File: src/design/thsp_pkg.sv
// ----------------------------------------------------------------------------
// thsp_pkg
// Shared types and constants for the tar header stream parser.
// ----------------------------------------------------------------------------
package thsp_pkg;

    localparam int unsigned OFF_W        = 9;
    localparam int unsigned SUM_W        = 17;
    localparam int unsigned SIZE_W       = 33;
    localparam int unsigned MODE_W       = 21;
    localparam int unsigned MTIME_W      = 33;
    localparam int unsigned CHK_W        = 21;
    localparam int unsigned SKIP_W       = 24;
    localparam int unsigned BLOCK_SHIFT  = 9;

    localparam logic [OFF_W-1:0] OFF_FIRST      = 9'd0;
    localparam logic [OFF_W-1:0] OFF_MODE_LO    = 9'd100;
    localparam logic [OFF_W-1:0] OFF_MODE_HI    = 9'd107;
    localparam logic [OFF_W-1:0] OFF_SIZE_LO    = 9'd124;
    localparam logic [OFF_W-1:0] OFF_SIZE_HI    = 9'd134;
    localparam logic [OFF_W-1:0] OFF_MTIME_LO   = 9'd136;
    localparam logic [OFF_W-1:0] OFF_MTIME_HI   = 9'd147;
    localparam logic [OFF_W-1:0] OFF_CHK_LO     = 9'd148;
    localparam logic [OFF_W-1:0] OFF_CHK_HI     = 9'd155;
    localparam logic [OFF_W-1:0] OFF_TYPE       = 9'd156;
    localparam logic [OFF_W-1:0] OFF_MAGIC_LO   = 9'd257;
    localparam logic [OFF_W-1:0] OFF_MAGIC_HI   = 9'd261;
    localparam logic [OFF_W-1:0] OFF_LAST       = 9'd511;

    localparam logic [7:0] CHAR_SPACE  = 8'h20;
    localparam logic [7:0] CHAR_TILDE  = 8'h7E;
    localparam logic [7:0] CHAR_ZERO   = 8'h30;
    localparam logic [7:0] CHAR_SEVEN  = 8'h37;

    typedef struct packed {
        logic clr;
        logic en;
    } t_oct_ctl;

    function automatic logic [7:0] magic_char(input logic [2:0] idx);
        logic [7:0] c;
        unique case (idx)
            3'd0:    c = 8'h75;
            3'd1:    c = 8'h73;
            3'd2:    c = 8'h74;
            3'd3:    c = 8'h61;
            3'd4:    c = 8'h72;
            default: c = 8'h00;
        endcase
        return c;
    endfunction

endpackage

File: src/design/thsp_octal_acc.sv
// ----------------------------------------------------------------------------
// thsp_octal_acc
// Octal text field accumulator: shifts in digits until the first non-digit.
// ----------------------------------------------------------------------------
module thsp_octal_acc #(
    parameter int unsigned W = 21
) (
    input  logic               i_clk,
    input  logic               i_rst_n,
    input  thsp_pkg::t_oct_ctl i_ctl,
    input  logic [7:0]         i_byte,
    output logic [W-1:0]       o_value
);

    logic [W-1:0] r_acc, n_acc;
    logic         r_stop, n_stop;
    logic         digit;

    assign digit = (i_byte >= thsp_pkg::CHAR_ZERO) && (i_byte <= thsp_pkg::CHAR_SEVEN);

    always_comb begin
        n_acc  = r_acc;
        n_stop = r_stop;
        if (i_ctl.clr) begin
            n_acc  = '0;
            n_stop = 1'b0;
        end else if (i_ctl.en && !r_stop) begin
            if (digit) begin
                n_acc = {r_acc[W-4:0], i_byte[2:0]};
            end else begin
                n_stop = 1'b1;
            end
        end
    end

    always_ff @(posedge i_clk) begin
        if (!i_rst_n) begin
            r_acc  <= '0;
            r_stop <= 1'b0;
        end else begin
            r_acc  <= n_acc;
            r_stop <= n_stop;
        end
    end

    assign o_value = r_acc;

endmodule

File: src/design/tar_header_stream_parser_unit.sv
// ----------------------------------------------------------------------------
// tar_header_stream_parser_unit
// Streaming ustar header parser: one archive byte per beat, one record per
// named header block, data blocks skipped.
// ----------------------------------------------------------------------------
// Each byte beat is taken into an input register and handled from there by
// one pass of add, shift and compare logic, so one byte is accepted every
// cycle while no record waits; a record is loaded into the output register
// as the header's last byte is handled. Only that last byte waits when the
// output register still holds an untaken record.
module tar_header_stream_parser_unit (
    input  logic        i_clk,
    input  logic        i_rst_n,
    input  logic        i_in_valid,
    output logic        o_in_ready,
    input  logic [7:0]  i_data_byte,
    output logic        o_out_valid,
    input  logic        i_out_ready,
    output logic [32:0] o_entry_size,
    output logic [20:0] o_entry_mode,
    output logic [32:0] o_entry_mtime,
    output logic [7:0]  o_entry_type,
    output logic        o_checksum_ok,
    output logic        o_magic_ok
);

    logic                          r_in_valid;
    logic [7:0]                    r_in_byte;
    logic [thsp_pkg::OFF_W-1:0]    r_offset;
    logic                          r_in_data, n_in_data;
    logic [thsp_pkg::SKIP_W-1:0]   r_blocks, n_blocks;
    logic [thsp_pkg::SUM_W-1:0]    r_sum, n_sum;
    logic                          r_magic, n_magic;
    logic                          r_name_empty, n_name_empty;
    logic [7:0]                    r_type, n_type;

    logic                          r_out_valid;
    logic [32:0]                   r_size_o;
    logic [20:0]                   r_mode_o;
    logic [32:0]                   r_mtime_o;
    logic [7:0]                    r_type_o;
    logic                          r_chk_o;
    logic                          r_magic_o;

    logic                          hdr, emit, out_free, fire, first;
    logic                          in_chk;
    logic [thsp_pkg::OFF_W-1:0]    magic_idx;
    logic [thsp_pkg::SIZE_W-1:0]   size_m1;

    thsp_pkg::t_oct_ctl            mode_ctl, size_ctl, mtime_ctl, chk_ctl;
    logic [thsp_pkg::MODE_W-1:0]   mode_val;
    logic [thsp_pkg::SIZE_W-1:0]   size_val;
    logic [thsp_pkg::MTIME_W-1:0]  mtime_val;
    logic [thsp_pkg::CHK_W-1:0]    chk_val;

    assign hdr      = r_in_valid && !r_in_data;
    assign first    = r_offset == thsp_pkg::OFF_FIRST;
    assign emit     = hdr && (r_offset == thsp_pkg::OFF_LAST) && !r_name_empty;
    assign out_free = !r_out_valid || i_out_ready;
    assign fire     = r_in_valid && (!emit || out_free);
    assign o_in_ready = !r_in_valid || fire;

    assign in_chk    = (r_offset >= thsp_pkg::OFF_CHK_LO) && (r_offset <= thsp_pkg::OFF_CHK_HI);
    assign magic_idx = r_offset - thsp_pkg::OFF_MAGIC_LO;
    assign size_m1   = size_val - 33'd1;

    always_comb begin
        mode_ctl.clr  = fire && hdr && first;
        size_ctl.clr  = mode_ctl.clr;
        mtime_ctl.clr = mode_ctl.clr;
        chk_ctl.clr   = mode_ctl.clr;
        mode_ctl.en   = fire && hdr && (r_offset >= thsp_pkg::OFF_MODE_LO)
                        && (r_offset <= thsp_pkg::OFF_MODE_HI);
        size_ctl.en   = fire && hdr && (r_offset >= thsp_pkg::OFF_SIZE_LO)
                        && (r_offset <= thsp_pkg::OFF_SIZE_HI);
        mtime_ctl.en  = fire && hdr && (r_offset >= thsp_pkg::OFF_MTIME_LO)
                        && (r_offset <= thsp_pkg::OFF_MTIME_HI);
        chk_ctl.en    = fire && hdr && in_chk;
    end

    thsp_octal_acc #(.W(thsp_pkg::MODE_W)) u_mode (
        .i_clk(i_clk), .i_rst_n(i_rst_n), .i_ctl(mode_ctl),
        .i_byte(r_in_byte), .o_value(mode_val)
    );

    thsp_octal_acc #(.W(thsp_pkg::SIZE_W)) u_size (
        .i_clk(i_clk), .i_rst_n(i_rst_n), .i_ctl(size_ctl),
        .i_byte(r_in_byte), .o_value(size_val)
    );

    thsp_octal_acc #(.W(thsp_pkg::MTIME_W)) u_mtime (
        .i_clk(i_clk), .i_rst_n(i_rst_n), .i_ctl(mtime_ctl),
        .i_byte(r_in_byte), .o_value(mtime_val)
    );

    thsp_octal_acc #(.W(thsp_pkg::CHK_W)) u_chk (
        .i_clk(i_clk), .i_rst_n(i_rst_n), .i_ctl(chk_ctl),
        .i_byte(r_in_byte), .o_value(chk_val)
    );

    always_comb begin
        n_in_data    = r_in_data;
        n_blocks     = r_blocks;
        n_sum        = r_sum;
        n_magic      = r_magic;
        n_name_empty = r_name_empty;
        n_type       = r_type;
        if (r_in_data) begin
            if (r_offset == thsp_pkg::OFF_LAST) begin
                if (r_blocks == '0) begin
                    n_in_data = 1'b0;
                end else begin
                    n_blocks = r_blocks - 24'd1;
                end
            end
        end else begin
            if (first) begin
                n_sum        = '0;
                n_magic      = 1'b1;
                n_type       = 8'h00;
                n_name_empty = !((r_in_byte >= thsp_pkg::CHAR_SPACE)
                                 && (r_in_byte <= thsp_pkg::CHAR_TILDE));
            end
            n_sum = n_sum + {9'd0, (in_chk ? thsp_pkg::CHAR_SPACE : r_in_byte)};
            if (r_offset == thsp_pkg::OFF_TYPE) begin
                n_type = r_in_byte;
            end
            if ((r_offset >= thsp_pkg::OFF_MAGIC_LO) && (r_offset <= thsp_pkg::OFF_MAGIC_HI)
                && (r_in_byte != thsp_pkg::magic_char(magic_idx[2:0]))) begin
                n_magic = 1'b0;
            end
            if (emit) begin
                if (size_val == '0) begin
                    n_in_data = 1'b0;
                    n_blocks  = '0;
                end else begin
                    n_in_data = 1'b1;
                    n_blocks  = size_m1[thsp_pkg::SIZE_W-1:thsp_pkg::BLOCK_SHIFT];
                end
            end
        end
    end

    always_ff @(posedge i_clk) begin
        if (!i_rst_n) begin
            r_in_valid   <= 1'b0;
            r_offset     <= '0;
            r_in_data    <= 1'b0;
            r_blocks     <= '0;
            r_sum        <= '0;
            r_magic      <= 1'b1;
            r_name_empty <= 1'b0;
            r_type       <= 8'h00;
            r_out_valid  <= 1'b0;
        end else begin
            if (o_in_ready) begin
                r_in_valid <= i_in_valid;
            end
            if (fire) begin
                r_offset     <= r_offset + 9'd1;
                r_in_data    <= n_in_data;
                r_blocks     <= n_blocks;
                r_sum        <= n_sum;
                r_magic      <= n_magic;
                r_name_empty <= n_name_empty;
                r_type       <= n_type;
            end
            if (fire && emit) begin
                r_out_valid <= 1'b1;
            end else if (i_out_ready) begin
                r_out_valid <= 1'b0;
            end
        end
    end

    always_ff @(posedge i_clk) begin
        if (o_in_ready && i_in_valid) begin
            r_in_byte <= i_data_byte;
        end
        if (fire && emit) begin
            r_size_o  <= size_val;
            r_mode_o  <= mode_val;
            r_mtime_o <= mtime_val;
            r_type_o  <= n_type;
            r_chk_o   <= chk_val == {4'd0, n_sum};
            r_magic_o <= n_magic;
        end
    end

    assign o_out_valid   = r_out_valid;
    assign o_entry_size  = r_size_o;
    assign o_entry_mode  = r_mode_o;
    assign o_entry_mtime = r_mtime_o;
    assign o_entry_type  = r_type_o;
    assign o_checksum_ok = r_chk_o;
    assign o_magic_ok    = r_magic_o;

endmodule
File: config.mk
export PLATFORM = sky130hd
export DESIGN_NAME = tar_header_stream_parser_unit
export DESIGN_NICKNAME = d
export VERILOG_FILES = /design/src/design/thsp_pkg.sv /design/src/design/thsp_octal_acc.sv /design/src/design/tar_header_stream_parser_unit.sv
export SDC_FILE = /design/constraint.sdc
export NUM_CORES = 1
export LEC_CHECK = 0
export BUFFER_PORTS_ARGS = -buffer_cell sky130_fd_sc_hd__buf_2
export CORE_UTILIZATION = 54
export DETAILED_ROUTE_END_ITERATION = 8
export HOLD_SLACK_MARGIN = 0.06
export PLACE_DENSITY_LB_ADDON = 0.2
export REMOVE_ABC_BUFFERS = 1
export SYNTH_ARGS = -nofsm -noshare
export SYNTH_HDL_FRONTEND = slang
export SYNTH_SLANG_ARGS = --single-unit
File: constraint.sdc
create_clock -name i_clk -period 15.7 [get_ports i_clk]
set_clock_uncertainty 0.1 [all_clocks]
set_input_delay 3.925 -clock i_clk [delete_from_list [all_inputs] [get_ports i_clk]]
set_output_delay 3.925 -clock i_clk [all_outputs]
set_load 0.1 [all_outputs]
After elaboration in Yosys (flattened, before gate mapping). Cells that the tools add are included.

$add $sub $neg: 5. Magnitude comparators: 14. Eq/ne operators: 10. Mux-type cells: 24. Bitwise operators: 3. Reduce and logical (&&, ||, !) cells: 54.

Operators with widths (number): 24-bit two-way mux (5); 17-bit two-way mux (3); 8-bit two-way mux (5); 7-bit one-hot mux with 5 select lines (1); 33-bit logical NOT (1); 33-bit by 1-bit subtractor with 33-bit output, second input constant (1); 9-bit by 8-bit <= comparator with 1-bit output, second input constant (3); 1-bit logical AND (24); 24-bit logical NOT (1); 24-bit by 1-bit subtractor with 24-bit output, second input constant (1); 21-bit by 17-bit equality test with 1-bit output (1); 9-bit by 7-bit >= comparator with 1-bit output, second input constant (2); 9-bit by 8-bit >= comparator with 1-bit output, second input constant (2); 17-bit by 8-bit adder with 17-bit output (1); 8-bit by 6-bit >= comparator with 1-bit output, second input constant (2); 2-bit AND reduction (8); 1-bit logical NOT (10); 1-bit two-way mux (10); 9-bit by 1-bit adder with 9-bit output, second input constant (1); 9-bit by 8-bit equality test with 1-bit output, second input constant (1); 9-bit equality test, second input constant (1); 9-bit >= comparator, second input constant (1); 9-bit by 7-bit <= comparator with 1-bit output, second input constant (1); 9-bit <= comparator, second input constant (1); other kinds (17) (23).

Flip-flop bits (word level): 280. Input bits: 12. Output and inout port bits: 99. Word-level logic and storage cells: 134.

Depth between registers and ports, before layout. Gate-level depths: netlist (run 1).

Depth in word-level cells: 12. Gate-level depth with buffers: 16. Depth with buffers taken out: 14.

Hierarchy. From an unflattened synthesis (run 1), not the netlist that was laid out.

Cells, all modules: 1226. Area total of the unflattened synthesis: 12871.1 um^2.

Modules (own cells, without submodules): tar_header_stream_parser_unit (times used 1, cells an instance 838, area each 8630.8 um^2, seq. area each 4414.2 um^2); thsp_octal_acc (u_chk ...) (times used 2, cells an instance 78, area each 844.6 um^2, seq. area each 440.4 um^2); thsp_octal_acc (u_size) (times used 1, cells an instance 116, area each 1276.2 um^2, seq. area each 680.7 um^2); thsp_octal_acc (u_mtime) (times used 1, cells an instance 116, area each 1275.0 um^2, seq. area each 680.7 um^2).

Worst setup path after synthesis (run 1). No wires, ideal clock.

Kind: input-to-reg. Start: in i_out_ready. End: reg r_blocks[12] in the netlist's numbering. Setup time: 0.060 ns. Arrival: 15.685 ns. Required time: 15.540 ns. Path slack: -0.145 ns. Stages on the path: 6. Path buffers: 1. Cells stage by stage: nor2b_1 clkbuf_1 nor4_1 o21ai_1 o221ai_1 and2_1.

Longest elaborated chain between the ends: 4.

RTL lines: start: declaration (RTL line tar_header_stream_parser_unit.sv:18) `input logic i_out_ready,`; 1-bit logical OR (RTL line tar_header_stream_parser_unit.sv:59) `assign out_free = !r_out_valid || i_out_ready;`; 1-bit logical OR (RTL line tar_header_stream_parser_unit.sv:60) `assign fire = r_in_valid && (!emit || out_free);`; 1-bit logical AND (RTL line tar_header_stream_parser_unit.sv:60); 4-bit AND reduction (no source line); end signal: assignment (RTL line tar_header_stream_parser_unit.sv:162) `r_blocks <= n_blocks;`; end: declaration (RTL line tar_header_stream_parser_unit.sv:31) `logic [thsp_pkg::SKIP_W-1:0] r_blocks, n_blocks;`.

Every way passes these cells. A chain may end at the register's enable or synchronous reset.

Final worst setup path (run 1).
Start: in i_out_ready. End: out o_in_ready.

Longest elaborated chain between the ends: 4.

RTL lines: 1-bit logical OR (RTL line tar_header_stream_parser_unit.sv:59); 1-bit logical OR (RTL line tar_header_stream_parser_unit.sv:60); 1-bit logical AND (RTL line tar_header_stream_parser_unit.sv:60); 1-bit logical OR (RTL line tar_header_stream_parser_unit.sv:61) `assign o_in_ready = !r_in_valid || fire;`; end: declaration (RTL line tar_header_stream_parser_unit.sv:15) `output logic o_in_ready,`.

Every way passes these cells.

==> results of run 1 <==
==> how the worst max path moves through the flow <==
stage	slack (ns)	end	cells past startpoint	from
final	6.64	o_in_ready	4	i_out_ready
after floorplan	-0.04	r_blocks[12]	5	i_out_ready
after detailed placement	6.65	o_in_ready	4	i_out_ready
after global placement	6.66	o_in_ready	4	i_out_ready
after CTS	6.63	o_in_ready	4	i_out_ready
after global routing	6.53	o_in_ready	4	i_out_ready
==> cell families (layout without fill, tap and decap cells) <==
| family | after synthesis | after routing |
|---|---|---|
| xor+xnor | 51 | 51 |
| flops | 280 | 280 |
| fa+ha+maj | 18 | 18 |
| mux | 66 | 66 |
| compound gates | 245 | 245 |
| buf+inv | 101 | 193 |
| simple gates | 518 | 518 |
==> metal layers <==
metal | global-route usage, % | up-vias | wire [um]
met4 | 7.43 | 0 | 711
met1 | 32.0 | 4563 | 12800
met5 | 0 | - | 0
met3 | 3.29 | 51 | 1310
li1 | - | 4686 | -
met2 | 37.9 | 224 | 12800
==> power groups by stage <==
stage	registers, uW	logic, uW	clock network, uW
after detailed placement	777	59.3	0
after global routing	762	66.8	734
final	762	60.0	693
after global placement	777	57.9	0
after floorplan	774	41.0	0
after CTS	762	59.5	705
==> worst max-delay path, cell delays in order <==
cell                      delay (ns)
sky130_fd_sc_hd__buf_2          0.09
sky130_fd_sc_hd__nor2b_1        0.52
sky130_fd_sc_hd__nand2_1        0.15
sky130_fd_sc_hd__buf_2          0.34
==> per-stage QoR <==
step | setup WS [ns] | power (uW) | setup TNS, ns
6_report | 6.64 | 1520 | 0
3_5_place_dp | 6.65 | 837 | 0
5_1_grt | 6.53 | 1560 | 0
4_1_cts | 6.63 | 1530 | 0
2_1_floorplan | -0.0403 | 815 | -0.0807
3_3_place_gp | 6.66 | 835 | 0
==> flip-flops by register name, summed over array words and instances (netlist names), 8 cells and up <==
register,cells
o_entry_size,33
u_mtime.o_value,33
r_blocks,24
o_entry_mtime,33
r_offset,9
r_sum,17
u_chk.o_value,21
r_type,8
o_entry_type,8
u_size.o_value,33
u_mode.o_value,21
o_entry_mode,21
r_in_byte,8
==> cells in the final DEF (no fill, tap or decap), types with 18 or more instances in the layout <==
master,synthesis,final
sky130_fd_sc_hd__and2_1,18,18
sky130_fd_sc_hd__nor3_1,40,40
sky130_fd_sc_hd__nor2_1,153,152
sky130_fd_sc_hd__buf_2,9,110
sky130_fd_sc_hd__o21ai_0,48,48
sky130_fd_sc_hd__nand2_1,186,186
sky130_fd_sc_hd__mux2i_1,61,61
sky130_fd_sc_hd__xor2_1,25,25
sky130_fd_sc_hd__xnor2_1,26,26
sky130_fd_sc_hd__inv_1,18,18
sky130_fd_sc_hd__clkbuf_16,0,29
sky130_fd_sc_hd__a21oi_1,96,96
sky130_fd_sc_hd__dfxtp_1,175,175
sky130_fd_sc_hd__edfxtp_1,105,105
==> area by class of cell <==
type,instances,area (um^2),area share (%)
Clock inverter,15,166,1.19
Clock buffer,39,803,5.72
Inverter,18,67.6,0.481
Multi-Input combinational cell,898,5350,38.1
Sequential cell,280,6660,47.4
Tap cell,285,357,2.54
Timing Repair Buffer,121,633,4.51
==> tab_implementation.tex, run 1 <==
\begin{tabular}{lr}
\hline
Metric & Value \\
\hline
\multicolumn{2}{l}{\textbf{Critical path}} \\
\quad Data required time of the worst path & 11.68 ns \\
\quad Endpoint of the worst register-to-register path & o\_checksum\_ok \\
\quad Kind of critical path & primary input to output pin \\
\quad Worst Path Arrival & 5.04 ns \\
\quad Critical path peak fanout & 7 \\
\quad Startpoint Class & primary input \\
\quad Depth of the worst register-to-register path & 14 \\
\quad Internal reg-to-reg setup slack & 10.67 ns \\
\quad Startpoint of the most critical register-to-register path & r\_offset[8] \\
\quad Crit. End Element & output pin \\
\multicolumn{2}{l}{\textbf{Yosys}} \\
\quad List of most frequent post-synthesis cells & sky130\_fd\_sc\_hd\_\_nand2\_1, sky130\_fd\_sc\_hd\_\_dfxtp\_1, sky130\_fd\_sc\_hd\_\_nor2\_1 \\
\quad Cell types occupying the most area after synthesis & sky130\_fd\_sc\_hd\_\_dfxtp\_1, sky130\_fd\_sc\_hd\_\_edfxtp\_1, sky130\_fd\_sc\_hd\_\_nand2\_1, sky130\_fd\_sc\_hd\_\_mux2i\_1, sky130\_fd\_sc\_hd\_\_nor2\_1 \\
\quad Yosys top cell by area & sky130\_fd\_sc\_hd\_\_dfxtp\_1 \\
\quad Area share of xor/xnor cells in the synthesized design & 3.61\% \\
\quad Synth Cell Area & 12400 um\^{}2 \\
\quad Share of synthesized flip-flops with an asynchronous set or reset & 0\% \\
\quad Complex-gate fraction of the synthesized area & 12.4\% \\
\quad Simple logic cell fraction of the synthesized area & 19.7\% \\
\quad Top\_reg\_cell synth & sky130\_fd\_sc\_hd\_\_dfxtp\_1 \\
\quad Number of flops mapped to enable cells by yosys & 105 \\
\quad Post-synth top area share & 28.3\% \\
\quad Portion of the post-synthesis area used by sequential elements & 53.8\% \\
\quad Register bit total from synthesis & 280 \\
\quad Post-synthesis instance total & 1279 \\
\quad Yosys Warn Count & 0 \\
\quad Mean instance size in the synthesized netlist & 9.68 um\^{}2 \\
\quad Proportion of synthesized area in mux cells & 5.39\% \\
\quad Most frequent cell after synthesis & sky130\_fd\_sc\_hd\_\_nand2\_1 \\
\quad Yosys cell types & 72 \\
\quad Main combinational cell family by area after synthesis & simple AND/OR/NAND/NOR gates \\
\quad Fraction of the mapped netlist area in adder cells & 1.88\% \\
\multicolumn{2}{l}{\textbf{Power}} \\
\quad Fraction of power spent switching nets & 22.0\% \\
\quad Reported net switching power & 333 uW \\
\quad Combinational Power Share & 4.0\% \\
\quad Leakage power figure & 0.00508 uW \\
\quad Pwr dens & 108 nW/um\^{}2 \\
\quad Clock share of power & 45.8\% \\
\quad Internal power of the cells & 1180 uW \\
\quad Sequential cell fraction of total power & 50.3\% \\
\quad Maximum ir drop on the vdd rail & 0.0778 mV \\
\multicolumn{2}{l}{\textbf{Place}} \\
\quad Port Buffer Count & 110 \\
\quad DP Area & 13100 um\^{}2 \\
\quad Placed Cells incl. Taps & 1602 \\
\quad DPL Wire Length & 17800 um \\
\quad Last weighted congestion value of the routability-driven placer & 0.921 \\
\multicolumn{2}{l}{\textbf{Final layout}} \\
\quad \# nets final & 1378 \\
\quad Area overhead of the layout relative to synthesis & 13.4\% \\
\quad Number of inserted filler cells in the final layout & 1931 \\
\quad Fraction of layout instances using a drive strength above 1 & 14.3\% \\
\quad Util after Layout & 62.2\% \\
\quad Design Area, Final & 14000 um\^{}2 \\
\quad Non-filler instance count after layout & 1656 \\
\quad Ant diodes & 0 \\
\multicolumn{2}{l}{\textbf{Floorplanning}} \\
\quad X dimension of the die & 153 um \\
\quad Total core area & 22600 um\^{}2 \\
\quad I/O Pins & 111 \\
\quad Die height & 153 um \\
\quad Starting density of the core & 54.9\% \\
\quad Overall die area & 23500 um\^{}2 \\
\quad Number of placement rows & 55 \\
\multicolumn{2}{l}{\textbf{Timing}} \\
\quad Final critical-path share of the clock period & 57.7\% \\
\quad RSZ-0062 raised after global routing & false \\
\quad Count of endpoints failing hold in the final timing report & 0 \\
\quad Final number of max-transition violations & 0 \\
\quad Final worst hold slack & 0.329 ns \\
\quad Maximum frequency from static timing analysis & 0.110 GHz \\
\quad Tightest Pin Transition & 1.23 ns \\
\quad \# setup viols final & 0 \\
\quad Clock period minus final worst setup slack & 9.06 ns \\
\quad Relative slew slack & 18.3\% \\
\multicolumn{2}{l}{\textbf{Route}} \\
\quad Drc violations & 0 \\
\quad Via count & 9524 \\
\quad Initial drt markers & 650 \\
\quad Final wirelength & 27600 um \\
\quad Detail-routed via count per cell & 5.75 \\
\quad Detailed-router iteration count before antenna repair & 6 \\
\quad Final antenna-violating net count & 0 \\
\quad Routed len/inst & 16.7 um \\
\multicolumn{2}{l}{\textbf{Global routing}} \\
\quad Number of global-route vias before repair & 8781 \\
\quad Maximum number of pins on one net before global-route repair & 79 \\
\quad Gr usage total & 23.2\% \\
\quad Remaining global-route overflow & 0 \\
\quad Wire length of the first global-routing pass & 44700 um \\
\quad Initial antenna violation count & 0 \\
\multicolumn{2}{l}{\textbf{Clocking}} \\
\quad Clock tree from TritonCTS & done \\
\quad CTS H-Tree Depth & 1 \\
\quad Clock input transition at the sequential cells of the worst setup and hold paths & 0.06 ns \\
\quad Clk Tree Root Cell & sky130\_fd\_sc\_hd\_\_clkbuf\_16 \\
\quad Number of gates resized after cts & 0 \\
\quad Setup repair bufs after CTS & 0 \\
\quad Inserted Clock Buffers & 29 \\
\quad Source-to-sink clock delay at the later pin of the worst-skew pair & 0.55 ns \\
\quad Total number of clock tree sinks & 280 \\
\quad Post-cts hold buffer count & 0 \\
\quad Max Buffers Root-to-Sink & 3 \\
\multicolumn{2}{l}{\textbf{Outcome}} \\
\quad Result of the run & completed \\
\multicolumn{2}{l}{\textbf{Worst hold path}} \\
\quad WHS Path Cells & 0 \\
\quad Type of the most critical hold path & flop to flop \\
\quad Hold endpoint & o\_entry\_mode[18] \\
\quad Min-delay src & u\_mode.o\_value[18] \\
\multicolumn{2}{l}{\textbf{Flow run}} \\
\quad Number of maximum-capacitance constraint violations & 0 \\
\hline
\end{tabular}
Power figures use the tool's default switching activity.
==> run 2: changes to the inputs <==
--- a/config.mk
+++ b/config.mk
@@ -6,7 +6,7 @@
 export NUM_CORES = 1
 export LEC_CHECK = 0
 export BUFFER_PORTS_ARGS = -buffer_cell sky130_fd_sc_hd__buf_2
-export CORE_UTILIZATION = 54
+export CORE_UTILIZATION = 60
 export DETAILED_ROUTE_END_ITERATION = 8
 export HOLD_SLACK_MARGIN = 0.06
 export PLACE_DENSITY_LB_ADDON = 0.2
==> constraint.sdc (replaced) <==
create_clock -name i_clk -period 8.66 [get_ports i_clk]
set_clock_uncertainty 0.1 [all_clocks]
set_input_delay 2.165 -clock i_clk [delete_from_list [all_inputs] [get_ports i_clk]]
set_output_delay 2.165 -clock i_clk [all_outputs]
set_load 0.1 [all_outputs]
==> tab_implementation.tex, run 2 (same netlist as run 1, synthesis figures left out) <==
\begin{tabular}{lr}
\hline
Metric & Value \\
\hline
\multicolumn{2}{l}{\textbf{Final layout}} \\
\quad Most frequent cells in the layout & sky130\_fd\_sc\_hd\_\_nand2\_1, sky130\_fd\_sc\_hd\_\_dfxtp\_1, sky130\_fd\_sc\_hd\_\_nor2\_1 \\
\quad Non-filler instance count after layout & 1639 (-1.0\%) \\
\quad Fraction of layout instances using a drive strength above 1 & 14.5\% (+0.25 points) \\
\quad Commonest non-fill, non-tap cell in the layout & sky130\_fd\_sc\_hd\_\_nand2\_1 \\
\quad \# nets final & 1376 (-0.15\%) \\
\quad Area overhead of the layout relative to synthesis & 13.6\% \\
\multicolumn{2}{l}{\textbf{Clocking}} \\
\quad Clock input transition at the sequential cells of the worst setup and hold paths & 0.06 ns (about the same) \\
\quad Clock tree from TritonCTS & done \\
\quad Number of gates resized after cts & 0 (unchanged) \\
\quad Source-to-sink clock delay at the later pin of the worst-skew pair & 0.56 ns (about the same) \\
\quad Post-cts hold buffer count & 0 (unchanged) \\
\quad Total number of clock tree sinks & 280 (unchanged) \\
\quad Setup repair bufs after CTS & 0 (unchanged) \\
\quad Inserted Clock Buffers & 28 (-3.4\%) \\
\quad CTS H-Tree Depth & 1 (unchanged) \\
\quad Max Buffers Root-to-Sink & 3 (unchanged) \\
\quad Clk Tree Root Cell & sky130\_fd\_sc\_hd\_\_clkbuf\_16 \\
\multicolumn{2}{l}{\textbf{Timing}} \\
\quad Count of endpoints failing hold in the final timing report & 0 (unchanged) \\
\quad Maximum frequency from static timing analysis & 0.183 GHz \\
\quad Clock period minus final worst setup slack & 5.47 ns \\
\quad Final worst hold slack & 0.336 ns (+0.00732 ns) \\
\quad Tightest Pin Transition & 1.20 ns (-0.0264 ns) \\
\quad Final number of max-transition violations & 0 (unchanged) \\
\quad Relative slew slack & 20.1\% (+1.8 points) \\
\quad Final-layout setup total negative slack & 0 ns (unchanged) \\
\quad \# setup viols final & 0 (unchanged) \\
\quad Final critical-path share of the clock period & 63.2\% \\
\quad RSZ-0062 raised after global routing & false \\
\multicolumn{2}{l}{\textbf{Place}} \\
\quad DPL Wire Length & 17400 um (-2.5\%) \\
\quad Last weighted congestion value of the routability-driven placer & 0.887 (-3.7\%) \\
\quad Placed Cells incl. Taps & 1586 (-1.0\%) \\
\quad Port Buffer Count & 110 (unchanged) \\
\multicolumn{2}{l}{\textbf{Route}} \\
\quad Drc violations & 2 (+2) \\
\quad Final wirelength & 27000 um (-2.1\%) \\
\quad Detail-routed via count per cell & 5.77 (+0.36\%) \\
\quad Final antenna-violating net count & 0 (unchanged) \\
\quad Initial drt markers & 663 (+2.0\%) \\
\quad Detailed-router iteration count before antenna repair & 9 (+3) \\
\quad Routed len/inst & 16.5 um (-1.1\%) \\
\quad Via count & 9460 (-0.67\%) \\
\multicolumn{2}{l}{\textbf{Floorplanning}} \\
\quad Starting density of the core & 61.2\% (+6.3 points) \\
\quad X dimension of the die & 146 um (-5.1\%) \\
\quad I/O Pins & 111 (unchanged) \\
\quad Total core area & 20200 um\^{}2 (-10\%) \\
\quad Number of placement rows & 52 (-5.5\%) \\
\quad Overall die area & 21200 um\^{}2 (-9.9\%) \\
\quad Die height & 146 um (-5.1\%) \\
\multicolumn{2}{l}{\textbf{Worst hold path}} \\
\quad Min-delay src & u\_mode.o\_value[19] \\
\quad WHS Path Cells & 0 (unchanged) \\
\quad Type of the most critical hold path & flop to flop \\
\quad Hold endpoint & o\_entry\_mode[19] \\
\multicolumn{2}{l}{\textbf{Critical path}} \\
\quad Data required time of the worst path & 6.40 ns (-5.28 ns) \\
\quad Critical path peak fanout & 7 (unchanged) \\
\quad Internal reg-to-reg setup slack & 3.81 ns (-6.86 ns) \\
\quad Endpoint of the worst register-to-register path & o\_checksum\_ok \\
\quad Depth of the worst register-to-register path & 14 (unchanged) \\
\quad Crit. End Element & output pin \\
\quad Startpoint Class & primary input \\
\quad Kind of critical path & primary input to output pin \\
\quad Worst Path Arrival & 3.21 ns (-1.83 ns) \\
\quad Startpoint of the most critical register-to-register path & r\_offset[0] \\
\multicolumn{2}{l}{\textbf{Global routing}} \\
\quad Number of global-route vias before repair & 8854 (+0.83\%) \\
\quad Initial antenna violation count & 0 (unchanged) \\
\quad Remaining global-route overflow & 0 (unchanged) \\
\quad Gr usage total & 25.2\% (+2.0 points) \\
\quad Maximum number of pins on one net before global-route repair & 94 (+19\%) \\
\quad Wire length of the first global-routing pass & 44000 um (-1.6\%) \\
\multicolumn{2}{l}{\textbf{Outcome}} \\
\quad Violations in the final reports & DRC \\
\quad Result of the run & finished, violations left \\
\multicolumn{2}{l}{\textbf{Power}} \\
\quad Overall power after layout & 2780 uW (+84\%) \\
\quad Maximum ir drop on the vdd rail & 0.169 mV (+120\%) \\
\quad Leakage power figure & 0.00507 uW (about the same) \\
\quad Pwr dens & 198 nW/um\^{}2 (+83\%) \\
\multicolumn{2}{l}{\textbf{Flow run}} \\
\quad Number of maximum-capacitance constraint violations & 0 (unchanged) \\
\hline
\end{tabular}
## run 2: changes by cell type in the layout (fill, tap and decap cells not counted)
cell / change
sky130_fd_sc_hd__clkbuf_1: -5
sky130_fd_sc_hd__clkinv_2: -1
sky130_fd_sc_hd__diode_2: +1
sky130_fd_sc_hd__clkinv_1: -1
sky130_fd_sc_hd__clkinv_4: -1
sky130_fd_sc_hd__bufinv_16: +1
sky130_fd_sc_hd__clkinv_16: +1
sky130_fd_sc_hd__inv_6: -2
sky130_fd_sc_hd__buf_4: -1
sky130_fd_sc_hd__clkinvlp_4: +6
## run 2: layout make-up
cell class / instances / area (um^2)
Sequential cell: 280 / 6660
Fill cell: 1564 / 6170
Clock buffer: 34 / 785
Timing Repair Buffer: 120 / 626
Antenna cell: 1 / 2.50
Inverter: 18 / 67.6
Multi-Input combinational cell: 898 / 5350
Tap cell: 270 / 338
Clock inverter: 18 / 236
## run 2: how the worst max path moves through the flow
stage | cells after the start | end | startpoint
floorplan | 5 | r_blocks[12] | i_out_ready
global placement | 4 | o_in_ready | i_out_ready
detailed placement | 4 | o_in_ready | i_out_ready
CTS | 4 | o_in_ready | i_out_ready
global route | 4 | o_in_ready | i_out_ready
finish | 4 | o_in_ready | i_out_ready
## run 2: metal layers
layer | routed length, um | part of all wire [%] | track usage, % | vias to the layer above
met2 | 12900 | 48 | 42.1 | 275
li1 | - | - | - | 4673
met4 | 593 | 2.2 | 8.37 | 0
met1 | 11900 | 44 | 33.8 | 4461
met3 | 1530 | 5.7 | 3.92 | 51
met5 | 0 | 0 | 0 | -
## run 2: metrics by stage
step                instance area [um^2]  util, %  setup slack [ns]
floorplan                          12000        -             -5.32
global placement                   13000     64.4              3.18
detailed placement                 13000     64.4              3.18
CTS                                14100     69.5              3.19
global route                       14100     69.5              3.10
finish                             14100     69.5              3.19
## run 2: where the power goes
| group | switching [uW] | internal (uW) |
|---|---|---|
| Sequential | 14.0 | 1370 |
| Combinational | 72.3 | 34.7 |
| Clock | 524 | 771 |
| Total | 610 | 2170 |
## run 2: worst max-delay path, stage by stage
cell and delay [ns]:
sky130_fd_sc_hd__buf_2 0.12, sky130_fd_sc_hd__nor2b_1 0.41, sky130_fd_sc_hd__nand2_1 0.18, sky130_fd_sc_hd__buf_2 0.34
